`src/design/dzre_pkg.sv`:
```
// Shared types, constants and register codes of the dead-zone repeat event unit.
`default_nettype none

package dzre_pkg;

    // Default structural parameters.
    localparam int NUM_AXES_DEFAULT  = 6;
    localparam int AXIS_BITS_DEFAULT = 16;

    // Fixed field widths.
    localparam int PERIOD_BITS   = 16;
    localparam int DZ_BITS       = 15;
    localparam int INTERVAL_BITS = 16;
    localparam int COUNT_BITS    = 16;
    localparam int OUT_AXES      = 6;
    localparam int M_TDATA_W     = 16;

    // Accumulator and magnitude widths.
    localparam int ACC_BITS = 18;
    localparam int MAG_BITS = 17;
    localparam int STEP_W   = 5;
    localparam logic [MAG_BITS-1:0] ACC_LIMIT = 17'h1FFFF;

    // Substitutes for zero register values.
    localparam logic [DZ_BITS-1:0]    DEAD_ZONE_DEFAULT = 15'd16;
    localparam logic [COUNT_BITS-1:0] COUNT_DEFAULT     = 16'd4;

    // Configuration port.
    localparam int CFG_IDX_BITS  = 2;
    localparam int CFG_DATA_BITS = 16;
    localparam logic [CFG_IDX_BITS-1:0] REG_DEAD_ZONE = 2'd0;
    localparam logic [CFG_IDX_BITS-1:0] REG_INTERVAL  = 2'd1;
    localparam logic [CFG_IDX_BITS-1:0] REG_COUNT     = 2'd2;

    // Commands from the controller to the datapath.
    typedef struct packed {
        logic load_in;
        logic eval;
        logic div_step;
        logic write_back;
        logic out_load;
    } dzre_cmd_t;

    // Status from the datapath to the controller.
    typedef struct packed {
        logic out_busy;
    } dzre_status_t;

endpackage

`default_nettype wire

```
`src/design/axis_deadzone_repeat_events_unit.sv`:
```
// Top level of the dead-zone repeat event unit.
//
// One input beat on s_* carries a motion sample: NUM_AXES signed axis values and the
// period it covers. Each sample produces exactly one output beat on m_* with a
// positive-fire and a negative-fire flag per axis.
// Configuration is written through cfg_wr_en/cfg_index/cfg_wdata while the block is idle:
// index 0 dead zone, 1 repeat interval in ms (zero selects count mode), 2 repeat count.
// Each axis runs through the shared bit-serial remainder unit, one dividend bit per cycle;
// the axes go one after another through evaluation, the remainder steps and write-back,
// and the result then waits for the output register. s_tready is high only while no
// sample is in progress.
// The output register holds a finished result; a new sample is accepted while that result
// still waits, and the next result waits in the controller until the register is free,
// with s_tready low meanwhile.
// Reset (aresetn low, synchronous) clears the accumulators, restores the register
// defaults and drops m_tvalid.
`default_nettype none

module axis_deadzone_repeat_events_unit #(
    parameter int NUM_AXES  = dzre_pkg::NUM_AXES_DEFAULT,
    parameter int AXIS_BITS = dzre_pkg::AXIS_BITS_DEFAULT,
    parameter int S_TDATA_W = ((NUM_AXES * AXIS_BITS + dzre_pkg::PERIOD_BITS + 7) / 8) * 8
) (
    input  wire logic                              aclk,
    input  wire logic                              aresetn,
    input  wire logic                              cfg_wr_en,
    input  wire logic [dzre_pkg::CFG_IDX_BITS-1:0]  cfg_index,
    input  wire logic [dzre_pkg::CFG_DATA_BITS-1:0] cfg_wdata,
    input  wire logic                              s_tvalid,
    output logic                                   s_tready,
    // Fields from bit 0 up: trans_x, trans_y, trans_z, rot_pitch, rot_roll, rot_yaw
    // (AXIS_BITS each, NUM_AXES of them), period_ms (16), zero fill.
    input  wire logic [S_TDATA_W-1:0]              s_tdata,
    output logic                                   m_tvalid,
    input  wire logic                              m_tready,
    // Fields from bit 0 up: pos_fired (6), neg_fired (6), zero fill (4).
    output logic [dzre_pkg::M_TDATA_W-1:0]          m_tdata
);
    import dzre_pkg::*;

    localparam int IDX_W = (NUM_AXES > 1) ? $clog2(NUM_AXES) : 1;

    dzre_cmd_t        cmd;
    dzre_status_t     status;
    logic [IDX_W-1:0] axis_idx;

    dzre_ctrl #(
        .NUM_AXES (NUM_AXES),
        .IDX_W    (IDX_W)
    ) u_ctrl (
        .aclk     (aclk),
        .aresetn  (aresetn),
        .s_tvalid (s_tvalid),
        .s_tready (s_tready),
        .status   (status),
        .cmd      (cmd),
        .axis_idx (axis_idx)
    );

    dzre_datapath #(
        .NUM_AXES  (NUM_AXES),
        .AXIS_BITS (AXIS_BITS),
        .IDX_W     (IDX_W),
        .S_TDATA_W (S_TDATA_W)
    ) u_datapath (
        .aclk      (aclk),
        .aresetn   (aresetn),
        .cfg_wr_en (cfg_wr_en),
        .cfg_index (cfg_index),
        .cfg_wdata (cfg_wdata),
        .s_tdata   (s_tdata),
        .cmd       (cmd),
        .axis_idx  (axis_idx),
        .status    (status),
        .m_tvalid  (m_tvalid),
        .m_tready  (m_tready),
        .m_tdata   (m_tdata)
    );

endmodule

`default_nettype wire

```
`src/design/dzre_rem.sv`:
```
// Bit-serial restoring remainder unit, one dividend bit per step.
`default_nettype none

module dzre_rem (
    input  wire logic                              aclk,
    input  wire logic                              start,
    input  wire logic                              step,
    input  wire logic [dzre_pkg::MAG_BITS-1:0]      dividend,
    input  wire logic [dzre_pkg::INTERVAL_BITS-1:0] divisor,
    output logic      [dzre_pkg::INTERVAL_BITS-1:0] remainder
);
    import dzre_pkg::*;

    logic [MAG_BITS-1:0]      shift_reg, shift_next;
    logic [INTERVAL_BITS-1:0] div_reg, div_next;
    logic [INTERVAL_BITS-1:0] rem_reg, rem_next;
    logic [INTERVAL_BITS+1:0] trial;

    // One trial subtraction of the divisor from the shifted partial remainder.
    always_comb begin
        trial      = {1'b0, rem_reg, shift_reg[MAG_BITS-1]} - {2'b00, div_reg};
        shift_next = shift_reg;
        div_next   = div_reg;
        rem_next   = rem_reg;
        if (start) begin
            shift_next = dividend;
            div_next   = divisor;
            rem_next   = '0;
        end else if (step) begin
            shift_next = {shift_reg[MAG_BITS-2:0], 1'b0};
            if (trial[INTERVAL_BITS+1]) begin
                rem_next = {rem_reg[INTERVAL_BITS-2:0], shift_reg[MAG_BITS-1]};
            end else begin
                rem_next = trial[INTERVAL_BITS-1:0];
            end
        end
    end

    always_ff @(posedge aclk) begin
        shift_reg <= shift_next;
        div_reg   <= div_next;
        rem_reg   <= rem_next;
    end

    assign remainder = rem_reg;

endmodule

`default_nettype wire

```
`src/design/dzre_datapath.sv`:
```
// Datapath: configuration, sample and accumulator registers, remainder unit, result register.
`default_nettype none

module dzre_datapath #(
    parameter int NUM_AXES  = dzre_pkg::NUM_AXES_DEFAULT,
    parameter int AXIS_BITS = dzre_pkg::AXIS_BITS_DEFAULT,
    parameter int IDX_W     = 3,
    parameter int S_TDATA_W = 112
) (
    input  wire logic                              aclk,
    input  wire logic                              aresetn,
    input  wire logic                              cfg_wr_en,
    input  wire logic [dzre_pkg::CFG_IDX_BITS-1:0]  cfg_index,
    input  wire logic [dzre_pkg::CFG_DATA_BITS-1:0] cfg_wdata,
    input  wire logic [S_TDATA_W-1:0]               s_tdata,
    input  wire dzre_pkg::dzre_cmd_t                cmd,
    input  wire logic [IDX_W-1:0]                   axis_idx,
    output dzre_pkg::dzre_status_t                  status,
    output logic                                    m_tvalid,
    input  wire logic                               m_tready,
    output logic [dzre_pkg::M_TDATA_W-1:0]          m_tdata
);
    import dzre_pkg::*;

    localparam int CMP_W = ((AXIS_BITS > DZ_BITS + 1) ? AXIS_BITS : DZ_BITS + 1) + 1;

    // Configuration registers.
    logic [DZ_BITS-1:0]       dead_zone_reg;
    logic [INTERVAL_BITS-1:0] interval_reg;
    logic [COUNT_BITS-1:0]    count_reg;

    always_ff @(posedge aclk) begin
        if (!aresetn) begin
            dead_zone_reg <= DEAD_ZONE_DEFAULT;
            interval_reg  <= '0;
            count_reg     <= COUNT_DEFAULT;
        end else if (cfg_wr_en) begin
            unique case (cfg_index)
                REG_DEAD_ZONE: dead_zone_reg <= cfg_wdata[DZ_BITS-1:0];
                REG_INTERVAL:  interval_reg  <= cfg_wdata[INTERVAL_BITS-1:0];
                REG_COUNT:     count_reg     <= cfg_wdata[COUNT_BITS-1:0];
                default: ;
            endcase
        end
    end

    logic [DZ_BITS-1:0]    dz_eff;
    logic [COUNT_BITS-1:0] cnt_eff;
    logic                  time_mode;

    assign dz_eff    = (dead_zone_reg == '0) ? DEAD_ZONE_DEFAULT : dead_zone_reg;
    assign cnt_eff   = (count_reg == '0) ? COUNT_DEFAULT : count_reg;
    assign time_mode = (interval_reg != '0);

    // Captured sample beat.
    logic [AXIS_BITS-1:0]   axis_val_reg [NUM_AXES];
    logic [PERIOD_BITS-1:0] period_reg;

    always_ff @(posedge aclk) begin
        if (cmd.load_in) begin
            for (int i = 0; i < NUM_AXES; i++) begin
                axis_val_reg[i] <= s_tdata[i*AXIS_BITS +: AXIS_BITS];
            end
            period_reg <= s_tdata[NUM_AXES*AXIS_BITS +: PERIOD_BITS];
        end
    end

    // Evaluation of the selected axis: direction and grown magnitude.
    logic [AXIS_BITS-1:0]     cur_val;
    logic signed [ACC_BITS-1:0] cur_acc;
    logic signed [CMP_W-1:0]  val_ext;
    logic signed [CMP_W-1:0]  dz_ext;
    logic                     go_pos;
    logic                     go_neg;
    logic [ACC_BITS-1:0]      acc_abs;
    logic [PERIOD_BITS-1:0]   incr;
    logic [MAG_BITS:0]        mag_sum;
    logic [MAG_BITS-1:0]      mag_sat;
    logic [INTERVAL_BITS-1:0] divisor;
    logic signed [ACC_BITS-1:0] accum_reg [NUM_AXES];

    always_comb begin
        cur_val = axis_val_reg[axis_idx];
        cur_acc = accum_reg[axis_idx];
        val_ext = $signed({{(CMP_W-AXIS_BITS){cur_val[AXIS_BITS-1]}}, cur_val});
        dz_ext  = $signed({{(CMP_W-DZ_BITS){1'b0}}, dz_eff});
        go_pos  = (val_ext > dz_ext) && !cur_acc[ACC_BITS-1];
        go_neg  = (val_ext < -dz_ext) && (cur_acc[ACC_BITS-1] || (cur_acc == '0));
        acc_abs = cur_acc[ACC_BITS-1] ? -cur_acc : cur_acc;
        incr    = time_mode ? period_reg : PERIOD_BITS'(1);
        mag_sum = {1'b0, acc_abs[MAG_BITS-1:0]}
                + {{(MAG_BITS+1-PERIOD_BITS){1'b0}}, incr};
        mag_sat = mag_sum[MAG_BITS] ? ACC_LIMIT : mag_sum[MAG_BITS-1:0];
        divisor = time_mode ? interval_reg : cnt_eff;
    end

    // Working registers of the axis in flight.
    logic                pos_dir_reg;
    logic                neg_dir_reg;
    logic [MAG_BITS-1:0] mag_reg;

    always_ff @(posedge aclk) begin
        if (cmd.eval) begin
            pos_dir_reg <= go_pos;
            neg_dir_reg <= go_neg;
            mag_reg     <= mag_sat;
        end
    end

    logic [INTERVAL_BITS-1:0] remainder;

    dzre_rem u_rem (
        .aclk      (aclk),
        .start     (cmd.eval),
        .step      (cmd.div_step),
        .dividend  (mag_sat),
        .divisor   (divisor),
        .remainder (remainder)
    );

    // Write-back: fire decision and new accumulator value.
    logic                     fire;
    logic [MAG_BITS-1:0]      new_mag;
    logic signed [ACC_BITS-1:0] new_acc;

    always_comb begin
        if (time_mode) begin
            fire = (mag_reg > {1'b0, interval_reg});
        end else begin
            fire = (remainder == '0);
        end
        if (!fire) begin
            new_mag = mag_reg;
        end else if (time_mode) begin
            new_mag = {1'b0, remainder};
        end else begin
            new_mag = {1'b0, cnt_eff};
        end
        if (pos_dir_reg) begin
            new_acc = $signed({1'b0, new_mag});
        end else if (neg_dir_reg) begin
            new_acc = -$signed({1'b0, new_mag});
        end else begin
            new_acc = '0;
        end
    end

    logic [NUM_AXES-1:0] pos_bits_reg;
    logic [NUM_AXES-1:0] neg_bits_reg;

    // Accumulators clear at reset; one axis is written per write-back.
    always_ff @(posedge aclk) begin
        if (!aresetn) begin
            for (int i = 0; i < NUM_AXES; i++) begin
                accum_reg[i] <= '0;
            end
        end else if (cmd.write_back) begin
            accum_reg[axis_idx] <= new_acc;
        end
    end

    // Fire flags of the current sample.
    always_ff @(posedge aclk) begin
        if (cmd.load_in) begin
            pos_bits_reg <= '0;
            neg_bits_reg <= '0;
        end else if (cmd.write_back) begin
            pos_bits_reg[axis_idx] <= pos_dir_reg && fire;
            neg_bits_reg[axis_idx] <= neg_dir_reg && fire;
        end
    end

    // Result fields, six bits each; missing axes read as zero.
    logic [OUT_AXES-1:0] pos_out;
    logic [OUT_AXES-1:0] neg_out;

    for (genvar g = 0; g < OUT_AXES; g++) begin : g_out
        if (g < NUM_AXES) begin : g_used
            assign pos_out[g] = pos_bits_reg[g];
            assign neg_out[g] = neg_bits_reg[g];
        end else begin : g_unused
            assign pos_out[g] = 1'b0;
            assign neg_out[g] = 1'b0;
        end
    end

    // Output register.
    logic                 m_tvalid_reg;
    logic [M_TDATA_W-1:0] m_tdata_reg;

    always_ff @(posedge aclk) begin
        if (!aresetn) begin
            m_tvalid_reg <= 1'b0;
        end else if (cmd.out_load) begin
            m_tvalid_reg <= 1'b1;
        end else if (m_tready) begin
            m_tvalid_reg <= 1'b0;
        end
    end

    always_ff @(posedge aclk) begin
        if (cmd.out_load) begin
            m_tdata_reg <= {{(M_TDATA_W-2*OUT_AXES){1'b0}}, neg_out, pos_out};
        end
    end

    assign m_tvalid        = m_tvalid_reg;
    assign m_tdata         = m_tdata_reg;
    assign status.out_busy = m_tvalid_reg && !m_tready;

endmodule

`default_nettype wire

```
`src/design/dzre_ctrl.sv`:
```
// Controller: sequences the axes of one sample through evaluation, remainder steps and write-back.
`default_nettype none

module dzre_ctrl #(
    parameter int NUM_AXES = dzre_pkg::NUM_AXES_DEFAULT,
    parameter int IDX_W    = 3
) (
    input  wire logic                   aclk,
    input  wire logic                   aresetn,
    input  wire logic                   s_tvalid,
    output logic                        s_tready,
    input  wire dzre_pkg::dzre_status_t status,
    output dzre_pkg::dzre_cmd_t         cmd,
    output logic [IDX_W-1:0]            axis_idx
);
    import dzre_pkg::*;

    typedef enum logic [4:0] {
        ST_IDLE = 5'b00001,
        ST_EVAL = 5'b00010,
        ST_DIV  = 5'b00100,
        ST_WB   = 5'b01000,
        ST_FIN  = 5'b10000
    } state_t;

    localparam logic [IDX_W-1:0]  LAST_AXIS = IDX_W'(NUM_AXES - 1);
    localparam logic [STEP_W-1:0] LAST_STEP = STEP_W'(MAG_BITS - 1);

    state_t            state_reg, state_next;
    logic [IDX_W-1:0]  idx_reg, idx_next;
    logic [STEP_W-1:0] step_reg, step_next;

    // Next-state and command decode.
    always_comb begin
        state_next = state_reg;
        idx_next   = idx_reg;
        step_next  = step_reg;
        cmd        = '0;
        s_tready   = 1'b0;
        unique case (state_reg)
            ST_IDLE: begin
                s_tready = 1'b1;
                if (s_tvalid) begin
                    cmd.load_in = 1'b1;
                    idx_next    = '0;
                    state_next  = ST_EVAL;
                end
            end
            ST_EVAL: begin
                cmd.eval   = 1'b1;
                step_next  = '0;
                state_next = ST_DIV;
            end
            ST_DIV: begin
                cmd.div_step = 1'b1;
                if (step_reg == LAST_STEP) begin
                    state_next = ST_WB;
                end else begin
                    step_next = step_reg + 1'b1;
                end
            end
            ST_WB: begin
                cmd.write_back = 1'b1;
                if (idx_reg == LAST_AXIS) begin
                    state_next = ST_FIN;
                end else begin
                    idx_next   = idx_reg + 1'b1;
                    state_next = ST_EVAL;
                end
            end
            ST_FIN: begin
                if (!status.out_busy) begin
                    cmd.out_load = 1'b1;
                    state_next   = ST_IDLE;
                end
            end
            default: begin
                state_next = ST_IDLE;
            end
        endcase
    end

    always_ff @(posedge aclk) begin
        if (!aresetn) begin
            state_reg <= ST_IDLE;
            idx_reg   <= '0;
            step_reg  <= '0;
        end else begin
            state_reg <= state_next;
            idx_reg   <= idx_next;
            step_reg  <= step_next;
        end
    end

    assign axis_idx = idx_reg;

endmodule

`default_nettype wire

```
`config.mk`:
```
export PLATFORM = sky130hd
export DESIGN_NAME = axis_deadzone_repeat_events_unit
export DESIGN_NICKNAME = d
export VERILOG_FILES = /design/src/design/dzre_pkg.sv /design/src/design/axis_deadzone_repeat_events_unit.sv /design/src/design/dzre_rem.sv /design/src/design/dzre_datapath.sv /design/src/design/dzre_ctrl.sv
export SDC_FILE = /design/constraint.sdc
export NUM_CORES = 1
export LEC_CHECK = 0
export CORE_MARGIN = 1
export CORE_UTILIZATION = 40
export CTS_BUF_LIST = sky130_fd_sc_hd__clkbuf_2 sky130_fd_sc_hd__clkbuf_4 sky130_fd_sc_hd__clkbuf_8
export DETAILED_ROUTE_END_ITERATION = 10
export DONT_BUFFER_PORTS = 1
export GPL_TIMING_DRIVEN = 0
export SYNTH_ARGS = -nofsm -noshare
export SYNTH_HDL_FRONTEND = slang
export SYNTH_SLANG_ARGS = --single-unit
```
`constraint.sdc`:
```
create_clock -name aclk -period 4.4 [get_ports aclk]
set_clock_uncertainty 0.1 [all_clocks]
set_input_delay 0.66 -clock aclk [delete_from_list [all_inputs] [get_ports aclk]]
set_output_delay 0.66 -clock aclk [all_outputs]
set_load 0.005 [all_outputs]
```
**After elaboration in Yosys (flattened, before gate mapping)**

Memories as Yosys holds them, arrays and structs flattened. A register that Yosys moved wholly into a read port is not among the register bits.
Cells that the tools add are included.

- Register bits after elaboration: 169
- RAM bits: 204
- Input bits: 135
- Output and inout port bits: 18
- Logic and storage cells: 122
- Memories kept: 2

- Add/subtract/negate cells: 7
- Order comparisons: 5
- Equal/unequal tests: 14
- Mux-type cells: 51
- Reductions and logical operators: 26

Memories:

| memory | depth | width | read ports | clocked after memory_dff | write ports | line | source |
|---|---|---|---|---|---|---|---|
| u_datapath.accum_reg | 6 | 18 | 1 | 1 | 6 | dzre_datapath.sv:80 | `logic signed [ACC_BITS-1:0] accum_reg [NUM_AXES];` |
| u_datapath.axis_val_reg | 6 | 16 | 1 | 1 | 6 | dzre_datapath.sv:56 | `logic [AXIS_BITS-1:0] axis_val_reg [NUM_AXES];` |

Operator list:

| kind | number |
|---|---|
| $mux 17 | 5 |
| $mux 16 | 5 |
| $mux 18 | 3 |
| $logic_not 16->1 | 2 |
| $mux 5 | 5 |
| $pmux 5 s5 | 1 |
| $mux 3 | 7 |
| $mux 1 | 19 |
| $add 17x16->18 | 1 |
| $logic_not 18->1 | 1 |
| $neg 17->18 | 1 |
| $reduce_or 18->1 | 1 |
| $sub 17x16->18 | 1 |
| $gt 17x16->1 | 1 |
| $lt 16x17->1 | 1 |
| $neg 15->17 | 1 |
| $neg 17->17 | 1 |
| $gt 16x16->1 | 1 |
| $reduce_bool 16->1 | 1 |
| $logic_not 15->1 | 1 |
| $mux 15 | 1 |
| $bwmux 6 | 2 |
| $eq 5x5->1 const B | 2 |
| $pmux 5 s2 | 1 |
| 22 further kinds | 38 |

**Depth between registers and ports, before layout**

- Depth after elaboration: 8
- Gate-level depth with buffers: 21
- Gate-level depth less buffers: 18

**Hierarchy**

A second synthesis with hierarchy kept.

- Cell total of the unflattened synthesis: 1924
- Area, all modules: 21276.7 sq um

Modules (own cells, without submodules):

| module | instances | cells an instance | area each (sq um) | seq. area each (sq um) |
|---|---|---|---|---|
| dzre_datapath | 1 | 1575 | 17763.3 | 9819.4 |
| dzre_rem | 1 | 264 | 2808.9 | 1311.3 |
| dzre_ctrl | 1 | 85 | 704.4 | 260.2 |

**Worst setup path before layout**

OpenSTA, ideal clock, no wires.

- Kind: register to register
- Start point: register u_ctrl.state_reg[2]
- End point: memory u_datapath.axis_val_reg[0][0] in the netlist's numbering, enable pin
- Setup time: 520 ps
- Data arrival time: 4258 ps
- Required time: 3780 ps
- Path slack: -478 ps
- Stages on the path, launching flop included: 6
- Path buffers: 1
- Period minus slack after synthesis: 4878 ps
- Path through: dfxtp_1 nor3_1 nand3b_1 inv_1 and2_0 clkbuf_1

RTL lines:

| what | line | source |
|---|---|---|
| from (decl) | dzre_ctrl.sv:29 | `state_t state_reg, state_next;` |
| from (signal assigned) | dzre_ctrl.sv:89 | `state_reg <= state_next;` |
| to (decl) | dzre_datapath.sv:56 |  |

==> results by group <==
Synthesis
  • Primary FF master, synth: edfxtp_1
  • Syn_area_per_cell: 11.5 µm²
  • YS warnings: 0
  • #FFs+latches synth: 412
  • Number of synthesized flops with an enable pin: 320
  • Synth cell types: 74
  • Sequential-to-total area share from yosys stat: 0.552
  • Synth Instances: 1,812
  • Synthesized area: 20,700 µm²
  • Post-synth ARST share: 0

Timing
  • # setup viols final: 28
  • Slack of the critical path: -0.176 ns
  • Fmax: 219 MHz
  • Final Max Slew Viols: 0
  • Setup TNS Final: -3.02 ns
  • Hold Vio Cnt, Final: 0
  • Worst slew pin tran: 1.33 ns
  • Fin crit period: 4.58 ns
  • RSZ-0062 raised after global routing: yes
  • Relative slew slack: 0.113
  • Tcrit/Tclk final: 1.04

Power and ir drop
  • Max VDD drop: 232 µV
  • Leakage: 9.48 nW
  • Power Density: 428 nW/µm²

Status
  • Failing checks: negative setup slack
  • Status: complete, but fails checks

CTS
  • Clock tree root buffer cell: clkbuf_8
  • Clock transition at the registers of the reported paths: 0.06 ns
  • CTS tree: yes
  • H-tree depth: 3
  • Clk sink count: 412
  • Total CTS buffers: 74
  • Worst skew pair latency: 0.66 ns
  • Clk buf depth: 3

Drt
  • DR vias/cell: 5.43
  • DR DRC count: 0
  • Drt first pass iters: 5
  • Routed len/inst: 21.3 µm
  • Routed Antenna Nets: 0
  • Post-Route WL: 59,400 µm
  • Initial DRC count: 1,120
  • Via count: 15,100

Layout
  • Final nets: 2,271
  • Area delta synth->final: 21.1%
  • Area taken by multi-input logic gates: 8970 µm²
  • Max reg flops: 144
  • Fill count: 4,571
  • Final Util: 0.490
  • Share of cells above drive strength 1: 0.162
  • Register area: 11,500 µm²
  • Finished Cell Area: 25,100 µm²

Min path
  • Min-Delay Startpoint: cfg_wdata[7]
  • Worst Hold Class: input pin to flop
  • Worst Hold Path Cells: 2
  • WHS Endpoint: u_datapath.interval_reg[7]

Flow run
  • Max cap viols: 0

Critical path
  • Flop-to-flop setup slack: -0.18 ns
  • WS Path Type: flop to flop
  • Worst EP arrival: 4.95 ns
  • Reg2reg end: u_datapath.u_rem.shift_reg[9]
  • CP Max Fanout: 10
  • Worst reg-to-reg path cell count: 21
  • Crit. End Element: flop
  • Required @ worst endpoint: 4.77 ns
  • Startpoint types: flop

Place
  • Buffers on Ports: 0
  • Placed cell areas: 21,800 µm²
  • GP Congestion: 0.902
  • Dpl ws: -1.19 ns
  • DPL Wire Length: 42,500 µm

GRT
  • Number of global-route vias before repair: 15,400
  • GR Overflow Total: 0
  • Largest net degree at the start of global routing: 122
  • Overall Global Routing Usage: 0.226
  • Initial antenna violation count: 2
  • Global-route wire length before repair: 89,900 µm

Floorplanning
  • I/O pins: 153
  • Die W: 230 µm
  • Starting Density: 0.404
  • Die area: 52,800 µm²
  • Die height: 230 µm
  • Core area: 51,300 µm²
  • Cell Rows: 83
## worst max-delay path by stage
stage / to / slack, ns / cells past startpoint
after global placement: u_datapath.u_rem.shift_reg[5] / -1.23 / 17
after floorplan: u_datapath.u_rem.shift_reg[3] / 0.004 / 21
after CTS: u_datapath.u_rem.shift_reg[3] / -0.21 / 21
final: u_datapath.u_rem.shift_reg[9] / -0.18 / 21
after detailed placement: u_datapath.u_rem.shift_reg[3] / -1.19 / 17
after global routing: u_datapath.u_rem.shift_reg[9] / -0.34 / 21
## layer usage
layer	track usage	routed length, µm	part of all wire	vias to the layer above
li1	-	-	-	7079
met1	0.294	25600	0.43	7461
met2	0.373	28500	0.48	491
met3	0.0470	3920	0.066	99
met4	0.0735	1350	0.023	0
met5	0	0	0	-
## placed cells by master, fill, tap and decap left out, types with 28 or more instances in the layout
master,synthesis,routed
nand2_1,242,239
clkbuf_4,0,28
xor2_1,29,29
inv_1,75,75
nor3_1,34,30
dfxtp_1,92,87
nor2_1,201,197
clkbuf_8,0,87
xnor2_1,52,51
edfxtp_1,320,320
clkbuf_1,59,45
a21oi_1,51,46
o21ai_0,58,53
buf_4,5,40
dlygate4sd3_1,0,117
mux2i_1,68,59
a21boi_0,58,58
ha_1,86,83
mux4_2,52,52
## Yosys cell counts, types with 34 or more instances
master      n  area [µm²]
edfxtp_1  320        9610
nand2_1   242         908
nor2_1    201         754
dfxtp_1    92        1840
ha_1       86        1080
inv_1      75         282
mux2i_1    68         681
clkbuf_1   59         221
a21boi_0   58         435
o21ai_0    58         290
mux4_2     52        1170
xnor2_1    52         455
a21oi_1    51         255
nor3_1     34         170
## final cells by class
cell class,instances,share of cell area
clock buffers,111,0.0546
well taps,680,0.0339
plain buffers,80,0.0189
flip-flops and latches,412,0.456
inverters,76,0.0114
diodes,1,0.0000996
multi-input cells,1244,0.357
clock inverters,22,0.00652
repair buffers,160,0.0617
## power breakdown
part,internal (W),switching [W]
Sequential,0.00455,0.000161
Clock,0.00207,0.00165
Combinational,0.000909,0.00142
Total,0.00752,0.00323
## worst max-delay path: stages, from the launching register on
cell      delay (ns)
dfxtp_4         0.36
buf_12          0.13
buf_12          0.12
buf_12          0.12
buf_12          0.13
mux4_2          0.32
mux2i_4         0.29
and3_4          0.25
nand3_2         0.13
or3_4           0.44
nand2_1         0.09
xnor2_1         0.08
ha_1            0.34
nand4_1         0.15
nor2_2          0.16
o221ai_2        0.14
a31oi_2         0.25
a21oi_2         0.07
a21o_1          0.21
buf_6           0.15
buf_4           0.17
a31oi_1         0.19
## per-stage QoR
| step | power (W) | cells | hold slack [ns] |
|---|---|---|---|
| finish | 0.0108 | 2786 | 0.0470 |
| global route | 0.0112 | 2786 | 0.0261 |
| CTS | 0.0107 | 2779 | 0.000102 |
| detailed placement | 0.00677 | 2501 | 0.318 |
| global placement | 0.00674 | 2496 | 0.315 |
| floorplan | 0.00615 | 1816 | 0.308 |
## kinds of logic (layout without fill, tap and decap cells)
| group | Yosys count | count (layout) | share of synthesized area |
|---|---|---|---|
| other cells | 1 | 6 | 0.000181 |
| buf+inv | 160 | 449 | 0.0323 |
| flops | 412 | 412 | 0.552 |
| xor+xnor | 81 | 81 | 0.0342 |
| compound gates | 289 | 289 | 0.0903 |
| simple gates | 655 | 655 | 0.145 |
| mux | 126 | 126 | 0.0927 |
| fa+ha+maj | 88 | 88 | 0.0538 |
## timing repair
item                                    4_1_cts  5_1_grt
endpoints found under the setup margin       92       87
gates cloned                                  1        0
setup buffers                                30        7
pin swaps                                    12       17
resized for setup                            69       38
hold endpoints to repair                    118        0
hold buffers                                117        0
Power figures use the tool's default switching activity.
